**config.mk**
```make
export PLATFORM = sky130hd
export DESIGN_NAME = brb_front
export DESIGN_NICKNAME = d
export VERILOG_FILES = /design/src/sv/brb_pkg.sv /design/src/sv/brb_front.sv
export SDC_FILE = /design/constraint.sdc
export NUM_CORES = 1
export LEC_CHECK = 0
export BUFFER_PORTS_ARGS = -buffer_cell sky130_fd_sc_hd__buf_2
export CAP_MARGIN = 5
export CORE_MARGIN = 2
export CORE_UTILIZATION = 46
export DETAILED_ROUTE_END_ITERATION = 8
export PLACE_DENSITY = 0.74
export SYNTH_ARGS = -nofsm -noshare
export SYNTH_HDL_FRONTEND = slang
export SYNTH_SLANG_ARGS = --single-unit
```
**constraint.sdc**
```tcl
create_clock -name clock -period 1.7 [get_ports clock]
set_input_delay 0.17 -clock clock [delete_from_list [all_inputs] [get_ports clock]]
set_output_delay 0.17 -clock clock [all_outputs]
set_load 0.05 [all_outputs]
```
**src/sv/brb_pkg.sv**
```systemverilog
// Shared constants, types and codes of the byte ring buffer.
package brb_pkg;

   // Storage and field widths.
   localparam int DEPTH       = 1024;
   localparam int IDX_W       = $clog2(DEPTH);
   localparam int RING_W      = IDX_W + 1;
   localparam int DATA_W      = 8;
   localparam int CNT_W       = 10;
   localparam int MODE_W      = 3;
   localparam int MAX_BURST   = 64;
   localparam int BURST_W     = $clog2(MAX_BURST + 1);
   localparam int CAP_RESET   = 1023;

   // Command queue between the front and the back.
   localparam int QUEUE_DEPTH = 2;
   localparam int QPTR_W      = $clog2(QUEUE_DEPTH);
   localparam int QFILL_W     = $clog2(QUEUE_DEPTH + 1);

   // Mode codes as they arrive on the request channel.
   localparam logic [MODE_W-1:0] MODE_PUT   = 3'd0;
   localparam logic [MODE_W-1:0] MODE_GET   = 3'd1;
   localparam logic [MODE_W-1:0] MODE_SPY   = 3'd2;
   localparam logic [MODE_W-1:0] MODE_SKIP  = 3'd3;
   localparam logic [MODE_W-1:0] MODE_FLUSH = 3'd4;

   // Operation after classification by the front.
   typedef enum logic [2:0] {
      OP_PUT,
      OP_GET,
      OP_SPY,
      OP_SKIP,
      OP_FLUSH,
      OP_NOP
   } op_type;

   typedef struct packed {
      op_type              op;
      logic [DATA_W-1:0]   data;
      logic [CNT_W-1:0]    count;
   } item_type;

   typedef enum logic [2:0] {
      ST_IDLE    = 3'b001,
      ST_ADVANCE = 3'b010,
      ST_BURST   = 3'b100
   } back_state_type;

endpackage

```
**src/sv/brb_front.sv**
```systemverilog
// Front of the byte ring buffer: takes request beats, classifies them and queues them.
module brb_front (
   input  logic                          clock,
   input  logic                          reset,
   input  logic                          req_valid,
   output logic                          req_stall,
   input  logic [brb_pkg::MODE_W-1:0]    req_mode,
   input  logic [brb_pkg::DATA_W-1:0]    req_data_in,
   input  logic [brb_pkg::CNT_W-1:0]     req_count,
   output logic                          q_valid,
   output brb_pkg::item_type             q_item,
   input  logic                          q_pop
);
   import brb_pkg::*;

   item_type            q_ff [QUEUE_DEPTH];
   logic [QPTR_W-1:0]   wptr_ff;
   logic [QPTR_W-1:0]   wptr_in;
   logic [QPTR_W-1:0]   rptr_ff;
   logic [QPTR_W-1:0]   rptr_in;
   logic [QFILL_W-1:0]  fill_ff;
   logic [QFILL_W-1:0]  fill_in;
   logic                push;
   item_type            classified;

   // Unused mode codes become a no-operation that still answers once.
   always_comb begin
      classified.data  = req_data_in;
      classified.count = req_count;
      unique case (req_mode)
         MODE_PUT:   classified.op = OP_PUT;
         MODE_GET:   classified.op = OP_GET;
         MODE_SPY:   classified.op = OP_SPY;
         MODE_SKIP:  classified.op = OP_SKIP;
         MODE_FLUSH: classified.op = OP_FLUSH;
         default:    classified.op = OP_NOP;
      endcase
   end

   assign req_stall = (fill_ff == QFILL_W'(QUEUE_DEPTH));
   assign push      = req_valid && !req_stall;
   assign q_valid   = (fill_ff != '0);
   assign q_item    = q_ff[rptr_ff];

   always_comb begin
      wptr_in = push  ? wptr_ff + 1'b1 : wptr_ff;
      rptr_in = q_pop ? rptr_ff + 1'b1 : rptr_ff;
      fill_in = fill_ff;
      if (push && !q_pop) begin
         fill_in = fill_ff + 1'b1;
      end else if (!push && q_pop) begin
         fill_in = fill_ff - 1'b1;
      end
   end

   always_ff @(posedge clock) begin
      if (reset) begin
         wptr_ff <= '0;
         rptr_ff <= '0;
         fill_ff <= '0;
      end else begin
         wptr_ff <= wptr_in;
         rptr_ff <= rptr_in;
         fill_ff <= fill_in;
      end
   end

   always_ff @(posedge clock) begin
      if (push) begin
         q_ff[wptr_ff] <= classified;
      end
   end

endmodule

```
### Word level (Yosys, flattened, before mapping)

Memory sizes are Yosys's and may differ from the RTL's. A register that Yosys moved wholly into a read port is not among the register bits.
Cells that the tools add are included.

* flip-flop bits (word level): 4
* latch bits: 0
* memory bits (writable): 42
* memory bits (read-only): 0
* bits of input ports: 25
* word-level logic and storage cells: 29
* memories: 1

Memories
* q_ff: depth 2, bits a word 21, rd ports 1, clocked after Yosys merged registers in 1, wr ports 1, RTL line brb_front.sv:16 `item_type q_ff [QUEUE_DEPTH];`

* add/subtract/negate cells: 4
* multipliers: 0
* div/mod/pow operators: 0
* order comparisons: 0
* equal/unequal tests: 5
* shift operators: 0
* mux-type cells: 7
* bitwise gates (word level): 0
* reduce and logical (&&, ||, !) cells: 9

Operators with widths (number)
* 3-bit one-hot mux with 5 select lines: 1
* 3-bit by 2-bit == test with 1-bit output, second input constant: 2
* 1-bit 2-to-1 mux: 4
* 2-bit 2-to-1 mux: 2
* 2-bit nonzero test: 2
* 3-bit by 1-bit == test with 1-bit output, second input constant: 1
* 3-bit == test, second input constant: 1
* 1-bit logical AND: 3
* 1-bit zero test: 3
* 3-bit zero test: 1
* 1-bit adder, second input constant: 2
* 2-bit by 1-bit adder with 2-bit output, second input constant: 1
* 2-bit == test, second input constant: 1
* 2-bit by 1-bit subtractor with 2-bit output, second input constant: 1

### Longest topological paths before layout

Gate-level depths: netlist of the first run.

* word-level depth: 7
* mapped depth: 6
* mapped depth without buffers: 6

### Worst setup path after synthesis of the first run

No wires, ideal clock.

* kind: reg2reg
* start: register fill_ff[1]
* end: register fill_ff[1]
* setup time: 0.070 ns
* arrival: 1.723 ns
* required time: 1.630 ns
* setup slack: -0.093 ns
* cell stages (with the launch flop): 6
* cells stage by stage: dfxtp_1 nor2b_2 nor2_1 ha_1 or3_1 a21oi_1

* longest elaborated chain between the ends: 6
* elaborated cells between the ends (all ways): 11
* those cells by class: add/sub: 2; eq/ne: 1; mux: 2; reduce/logical: 6

RTL lines
* start, declared: RTL line brb_front.sv:21 `logic [QFILL_W-1:0] fill_ff;`
* start signal, assigned: RTL line brb_front.sv:64 `fill_ff <= fill_in;`
* 2-bit == test (*): RTL line brb_front.sv:40 `assign req_stall = (fill_ff == QFILL_W'(QUEUE_DEPTH));`
* net req_stall: RTL line brb_front.sv:6 `output logic req_stall,`
* 1-bit zero test (*): RTL line brb_front.sv:41 `assign push = req_valid && !req_stall;`
* 1-bit logical AND (*): RTL line brb_front.sv:41
* 1-bit zero test: RTL line brb_front.sv:51 `end else if (!push && q_pop) begin`
* 1-bit logical AND: RTL line brb_front.sv:51
* 2-bit nonzero test (no line)

Mark *: on every way through the listed nets, which the timed path passes. The rest lies on a longest branch. The select of a mux whose other input is x is not followed.
A chain may end at the register's enable or synchronous reset.

==> results.json, run 1 <==
{
  "nets": 176,
  "area_growth_pct": 24.5,
  "synthAdderAreaFrac": 0.00717,
  "p_leak_nw": 0.851,
  "path_max_fanout": 6,
  "route.detailed.drc": 0,
  "io_buffers": 47,
  "finalClockSkew_ns": 0.00378,
  "ys_seq_area_frac": 0.780,
  "fmax_ghz": 0.623,
  "hold_path_class": "primary input to flop",
  "antenna_found_initial": 0,
  "post_cts_buffers": 0,
  "h-tree-depth": 2,
  "synthTopCellsByArea": "edfxtp_1 72%, mux2_2 14%, dfxtp_1 5.7%",
  "cts_tree": "done",
  "grt_max_degree": 22,
  "min_period_over_period": 0.944,
  "reg2reg_to": "fill_ff[1]",
  "hold_ws_ns": 0.0644,
  "grt_pass1_wl_microns": 4410,
  "syn_nets": 119,
  "cp.required_ns": 1.53,
  "synth.area.mux_share": 0.136,
  "startpoint_type": "flop",
  "dpl.cell_count": 191,
  "hold_viol": 0,
  "root_buffer": "clkbuf_8",
  "globalplace.congestion": 0.580,
  "drt_iter0_markers": 24,
  "rrSetupSlack_ns": 0.19,
  "synth-compound-area-share": 0.0158,
  "numCtsBuffers": 5,
  "clk_pin_slew_ns": 0.08,
  "die_w_microns": 65.6,
  "fin_setup_tns_ns": 0,
  "synth_top_area_cell": "edfxtp_1",
  "synth-simple-area-share": 0.0316,
  "synth_top_cell_area_share": 0.723,
  "die_h_microns": 65.6,
  "max-clock-path-buffers": 2,
  "crit_type": "flop to output pin",
  "dr.pass1.iters": 4,
  "final_cell_mix": "47 x buf_2, 42 x edfxtp_1, 21 x mux2_2",
  "via_per_inst": 4.79,
  "core_area_sq_mm": 0.00366,
  "r2r-start": "fill_ff[0]",
  "ff2ff_path_depth": 5,
  "period_minus_slack_ns": 1.60,
  "synth_xor_xnor_area_share": 0.0151,
  "layout_commonest_cell": "buf_2",
  "ant_nets": 0,
  "min_from": "req_count[3]",
  "drive_above_1_share": 0.550,
  "slew_violations": 0,
  "grt_pass1_vias": 993,
  "dieArea_sq_mm": 0.00430,
  "pwr_density_cell_mw_per_mm2": 1270,
  "netlist_instances": 93,
  "instances_no_fill": 199,
  "synth_edf_count": 42,
  "synth_top_family_by_area": "multiplexers",
  "maxCapViolCount": 0,
  "ys_types": 18,
  "syn_avg_cell_area_sq_um": 18.8,
  "clk_latency_ns": 0.29,
  "wl_per_cell_microns": 14.0,
  "n_antenna_cell": 0,
  "arrival_ns": 1.43,
  "grt_usage": 0.142,
  "ir_drop_mv": 0.625,
  "ctsHoldBuffers": 0,
  "setup_viol": 0,
  "cts_sinks": 47,
  "initial_core_util": 0.476,
  "yosysWarnings": 0,
  "min_to": "q_ff[1][3]",
  "crit_path_end_kind": "output pin",
  "via_count": 954,
  "synth_area_sq_mm": 0.00174,
  "num_io_pins": 48,
  "routed_wl_microns": 2790,
  "rows": 22,
  "async_flop_share": 0,
  "maxSlewHeadroom": 0.829,
  "rsz0062_at_grt": "false",
  "synthFlopType": "edfxtp_1",
  "whs_path_depth": 1,
  "worstMarginPinSlew_ns": 0.258,
  "yosys_register_bits": 47,
  "gr-total-overflow": 0,
  "status": "complete, no violations",
  "post-dp-hpwl_microns": 1990
}
[power breakdown]
group / switching [W] / internal, W
sequential: 0.0000445 / 0.00139
clock: 0.000330 / 0.000288
combinational: 0.000492 / 0.000218
total: 0.000866 / 0.00190
[worst max path at each step]
stage                     from    endpoint  slack (ns)
global placement          flop  q_item[20]        0.29
floorplan           fill_ff[0]  q_ff[0][0]        0.02
global route              flop   q_item[9]        0.04
finish                    flop  q_item[12]         0.1
CTS                       flop  q_item[12]        0.08
detailed placement  fill_ff[0]  fill_ff[1]        0.22
[metrics by stage]
stage               instance area [sq um]  utilization  power [W]  worst slack (ns)
finish                               2170        0.593    0.00277            0.0956
CTS                                  2170        0.593    0.00280            0.0774
floorplan                            1750            -    0.00199            0.0229
global route                         2170        0.593    0.00289            0.0391
detailed placement                   2090        0.570    0.00218             0.222
global placement                     2090        0.570    0.00216             0.287
[critical path, cell delays in order (launching register included)]
cell	delay, ns
dfxtp_2	0.41
buf_4	0.18
mux2_2	0.35
buf_2	0.21
[layout make-up]
class                   count  area [sq um]
clock buffers               7          76.3
clock inverters             1          5.00
fillers                   301          1490
inverters                   3          11.3
multi-input cells          40           363
flip-flops and latches     47          1360
well taps                  48          60.1
repair buffers             53           293
[flip-flops by register name (all words and copies together), names as in the netlist, named ones only]
register and flops:
wptr_ff 1, rptr_ff 1, q_ff 42, fill_ff 2
[cells by family (layout without fill, tap and decap cells)]
family | after synthesis | count (layout)
xor gates and xnor gates | 3 | 3
AOI/OAI and AO/OA | 5 | 5
muxes | 21 | 21
and+or+nand+nor | 10 | 10
adders and majority gates | 1 | 1
DFF | 47 | 47
buffers and inverters | 6 | 64
[per-layer routing]
layer | vias to the layer above | global-route usage | wire length [microns]
met1 | 456 | 0.167 | 1150
met5 | - | 0 | 0
met2 | 33 | 0.242 | 1460
li1 | 461 | - | -
met3 | 4 | 0.0497 | 151
met4 | 0 | 0.0469 | 30
[synth_stat cells (all sizes together), types with 2 or more instances]
| cell type | instances |
|---|---|
| a21oi | 2 |
| buf | 2 |
| dfxtp | 5 |
| edfxtp | 42 |
| inv | 3 |
| mux2 | 21 |
| nor2 | 4 |
| nor2b | 2 |
| o21ai | 2 |
| or3 | 2 |
| xor2 | 2 |
[timing repair]
item | CTS | global route
endpoints found under the hold margin | 0 | 0
endpoints found under the setup margin | 18 | 0
gates resized for setup | 1 | 0
Power figures use the tool's default switching activity.
==> run 2, diff against run 1 <==
- SETUP_SLACK_MARGIN: default -> 0.15
==> results.json, run 2 (synthesized netlist as in run 1, its figures left out) <==
{
  "status": "complete, no violations",
  "via_per_inst": 4.86,
  "wl_met3_microns": 206,
  "cts_tree": "done",
  "n_antenna_cell": 0,
  "pwr_density_cell_mw_per_mm2": 1270,
  "crit_path_end_kind": "flop",
  "core_area_sq_mm": 0.00366,
  "startpoint": "fill_ff[0]",
  "p_leak_nw": 0.865,
  "gr-total-overflow": 0,
  "hold_path_class": "primary input to flop",
  "dr.pass1.iters": 4,
  "arrival_ns": 1.51,
  "crit_type": "flop to flop",
  "setup_viol": 0,
  "io_buffers": 47,
  "grt_usage": 0.144,
  "highest_layer": "met4",
  "p_int_w": 0.00199,
  "crit_family": "simple AND/OR/NAND/NOR gates",
  "fin_setup_tns_ns": 0,
  "drive_above_1_share": 0.573,
  "ir_drop_mv": 0.776,
  "antenna_found_initial": 0,
  "power_frac_seq": 0.503,
  "ant_nets": 0,
  "cts_sinks": 47,
  "dieArea_sq_mm": 0.00430,
  "grt_max_degree": 16,
  "startpoint_type": "flop",
  "instances_no_fill": 198,
  "power.switching_w": 0.000875,
  "wl_met2_microns": 1430,
  "path_max_fanout": 11,
  "maxCapViolCount": 0,
  "max-clock-path-buffers": 2,
  "cp.depth": 3,
  "swShare": 0.306,
  "ctsHoldBuffers": 0,
  "ff2ff_path_depth": 3,
  "route.detailed.drc": 0,
  "drt_iter0_markers": 41,
  "rsz0062_at_grt": "true",
  "initial_core_util": 0.476,
  "critical-path-max-stage-delay_ns": 0.45,
  "clkPwrFrac": 0.229,
  "grt_pass1_wl_microns": 4340,
  "area_growth_pct": 29.1,
  "h-tree-depth": 2,
  "period_minus_slack_ns": 1.53,
  "numCtsBuffers": 5,
  "cp.required_ns": 1.68,
  "nets": 175,
  "fmax_ghz": 0.654,
  "clk_latency_ns": 0.29,
  "layout_commonest_cell": "edfxtp_1",
  "multi_input_area_sq_um": 364,
  "largest_register_ffs": 42,
  "die_h_microns": 65.6,
  "clk_pin_slew_ns": 0.08,
  "min_period_over_period": 0.900,
  "globalplace.congestion": 0.639,
  "post-dp-hpwl_microns": 1930,
  "final_cell_mix": "42 x edfxtp_1, 28 x buf_2, 21 x mux2_2",
  "n_fill_cell": 294,
  "slew_violations": 0,
  "finalClockSkew_ns": 0.00573,
  "hold_viol": 0,
  "r2r-start": "fill_ff[0]",
  "worstMarginPinSlew_ns": 0.258,
  "power_frac_comb": 0.268,
  "grt_pass1_vias": 950,
  "root_buffer": "clkbuf_8",
  "num_io_pins": 48,
  "critPathCapture": "q_ff[0][0]",
  "top_regs": "q_ff x42, fill_ff x2",
  "maxSlewHeadroom": 0.828,
  "dpl.cell_count": 188,
  "routed_wl_microns": 2860,
  "die_w_microns": 65.6,
  "top_register": "q_ff",
  "reg2reg_to": "q_ff[0][0]",
  "crit_chain": "nor2b_4 -> or3_1 -> clkinvlp_4",
  "via_count": 963,
  "crit_slowest_cell": "dfxtp_1",
  "regArea_sq_mm": 0.00137,
  "drt-met1-wl_microns": 1160,
  "rrSetupSlack_ns": 0.17,
  "min_from": "req_count[6]",
  "wl_per_cell_microns": 14.5,
  "path_buf_inv": 1,
  "rows": 22
}
run 2: how the worst min path moves through the flow:
| stage | to | cells past startpoint |
|---|---|---|
| after floorplan | fill_ff[1] | 1 |
| after global placement | q_ff[1][1] | 1 |
| after detailed placement | q_ff[0][2] | 1 |
| after CTS | q_ff[1][6] | 1 |
| after global routing | q_ff[1][6] | 1 |
| final | q_ff[1][6] | 1 |
run 2: power by group through the flow:
stage                     clock network (W)  registers, W  logic (W)
final                              0.000654       0.00144   0.000767
after global routing               0.000714       0.00145   0.000811
after CTS                          0.000675       0.00144   0.000726
after detailed placement                  0       0.00147   0.000701
after global placement                    0       0.00146   0.000689
after floorplan                           0       0.00145   0.000544
run 2: per-layer routing:
layer  track usage  vias up
li1              -      459
met1         0.155      467
met2         0.236       31
met3        0.0668        6
met4        0.0781        0
met5             0        -
run 2: timing repair:
item | in CTS | in global routing
endpoints found under the setup margin | 38 | 39
cloned | 1 | 0
setup buffers | 1 | 0
resized for setup | 8 | 38
run 2: stage by stage:
stage          setup WS [ns]  cell area [sq um]  hold WS (ns)  total power, W  utilization
6_report               0.170               2250        0.0661         0.00286        0.615
5_1_grt                0.107               2250        0.0512         0.00297        0.615
3_5_place_dp           0.112               2070         0.361         0.00217        0.566
4_1_cts                0.149               2200        0.0553         0.00284        0.600
3_3_place_gp           0.153               2070         0.359         0.00215        0.566
2_1_floorplan         0.0965               1750         0.239         0.00199            -
run 2: cell type report:
| type | instances | share of cell area |
|---|---|---|
| Inverter | 3 | 0.00667 |
| Tap cell | 48 | 0.0267 |
| Multi-Input combinational cell | 40 | 0.162 |
| Timing Repair inverter | 1 | 0.00333 |
| Clock buffer | 7 | 0.0383 |
| Timing Repair Buffer | 51 | 0.154 |
| Sequential cell | 47 | 0.607 |
| Clock inverter | 1 | 0.00222 |
==> run 3, diff against run 2 <==
- RECOVER_POWER: default -> 100
==> results.json, run 3 (synthesized netlist as in run 1, its figures left out) <==
{
  "status": "complete, no violations",
  "antenna_found_initial": 0,
  "route.detailed.drc": 0,
  "dieArea_sq_mm": 0.00430,
  "worstMarginPinSlew_ns": 0.603,
  "cp.required_ns": 1.68,
  "drt_iter0_markers": 36,
  "cts_tree": "done",
  "dr.pass1.iters": 4,
  "initial_core_util": 0.476,
  "arrival_ns": 1.56,
  "period_minus_slack_ns": 1.58,
  "root_buffer": "clkbuf_8",
  "area_growth_pct": 25.5,
  "ant_nets": 0,
  "slew_violations": 0,
  "via_count": 974,
  "critical-path-max-stage-delay_ns": 0.46,
  "maxSlewHeadroom": 0.600,
  "clk_pin_slew_ns": 0.08,
  "h-tree-depth": 2,
  "fmax_ghz": 0.634,
  "core_area_sq_mm": 0.00366,
  "p_leak_nw": 0.825,
  "die_h_microns": 65.6,
  "hold_path_class": "primary input to flop",
  "largest_register_ffs": 42,
  "post-dp-hpwl_microns": 1930,
  "num_io_pins": 48,
  "path_buf_inv": 1,
  "grt_usage": 0.144,
  "crit_type": "flop to flop",
  "wl_met2_microns": 1440,
  "top_register": "q_ff",
  "drt-met1-wl_microns": 1110,
  "nets": 175,
  "top_regs": "q_ff x42, fill_ff x2",
  "startpoint_type": "flop",
  "max-clock-path-buffers": 2,
  "p_total_w": 0.00281,
  "crit_family": "simple AND/OR/NAND/NOR gates",
  "utilization": 0.598,
  "min_period_over_period": 0.927,
  "fin_setup_tns_ns": 0,
  "maxCapViolCount": 0,
  "gr-total-overflow": 0,
  "globalplace.congestion": 0.639,
  "rows": 22,
  "hold_viol": 0,
  "die_w_microns": 65.6,
  "via_per_inst": 4.92,
  "n_antenna_cell": 0,
  "routed_wl_microns": 2830,
  "io_buffers": 47,
  "final_cell_mix": "42 x edfxtp_1, 20 x mux2_2, 18 x clkbuf_2",
  "pwr_density_cell_mw_per_mm2": 1280,
  "path_max_fanout": 15,
  "grt_pass1_wl_microns": 4340,
  "ir_drop_mv": 0.771,
  "finalClockSkew_ns": 0.00594,
  "numCtsBuffers": 5,
  "grt_pass1_vias": 950,
  "wl_per_cell_microns": 14.3,
  "grt_max_degree": 16,
  "crit_slowest_cell": "dfxtp_1",
  "highest_layer": "met4",
  "wl_met3_microns": 224,
  "layout_commonest_cell": "edfxtp_1",
  "setup_viol": 0,
  "crit_path_end_kind": "flop",
  "rsz0062_at_grt": "true",
  "cts_sinks": 47,
  "clk_latency_ns": 0.29,
  "drive_above_1_share": 0.507,
  "crit_chain": "nor2b_4 -> nor2_1 -> and2_2 -> clkbuf_4"
}
## run 3: cell type report
class	instances	area (sq um)
repair inverters	1	7.51
multi-input cells	40	364
fillers	308	1470
repair buffers	51	284
clock inverters	1	5.00
well taps	48	60.1
clock buffers	7	86.3
flip-flops and latches	47	1370
inverters	3	15.0
## run 3: final timing paths
kind / endpoint / depth (start not counted) / slack, ns / start
worst max-delay path: q_ff[1][18] / 4 / 0.12 / fill_ff[0]
worst min-delay path: q_ff[1][8] / 1 / 0.07 / req_count[8]
worst max register to register: q_ff[1][18] / 4 / 0.12 / fill_ff[0]
worst min register to register: wptr_ff / 2 / 0.49 / wptr_ff
## run 3: routing by layer
layer / up-vias / global-route usage
met5: - / 0
met4: 0 / 0.0781
met3: 6 / 0.0668
met2: 37 / 0.236
met1: 473 / 0.155
li1: 458 / -
## run 3: stage by stage
stage	setup WS (ns)	hold slack, ns	instances	area (sq um)
after floorplan	0.0965	0.239	93	1750
after global routing	0.0593	0.0512	198	2190
final	0.124	0.0662	198	2190
after CTS	0.149	0.0553	198	2200
after global placement	0.153	0.359	188	2070
after detailed placement	0.112	0.361	188	2070
## run 3: repair_timing
action,in CTS,in global routing
cloned,1,0
gates resized for setup,8,38
hold buffers,0,0
setup endpoints to repair,38,39
setup buffers,1,0
endpoints found under the hold margin,0,0
## run 3: power breakdown
part | internal, W | total (W) | switching [W]
registers | 0.00140 | 0.00144 | 0.0000431
logic | 0.000213 | 0.000717 | 0.000504
clock network | 0.000328 | 0.000654 | 0.000326
## run 3: worst register-to-register path: cells and delay by family, from the launching register on
| family | cells | cell delay [ns] |
|---|---|---|
| simple gates | 3 | 0.50 |
| buf+inv | 1 | 0.31 |
| flops | 1 | 0.46 |
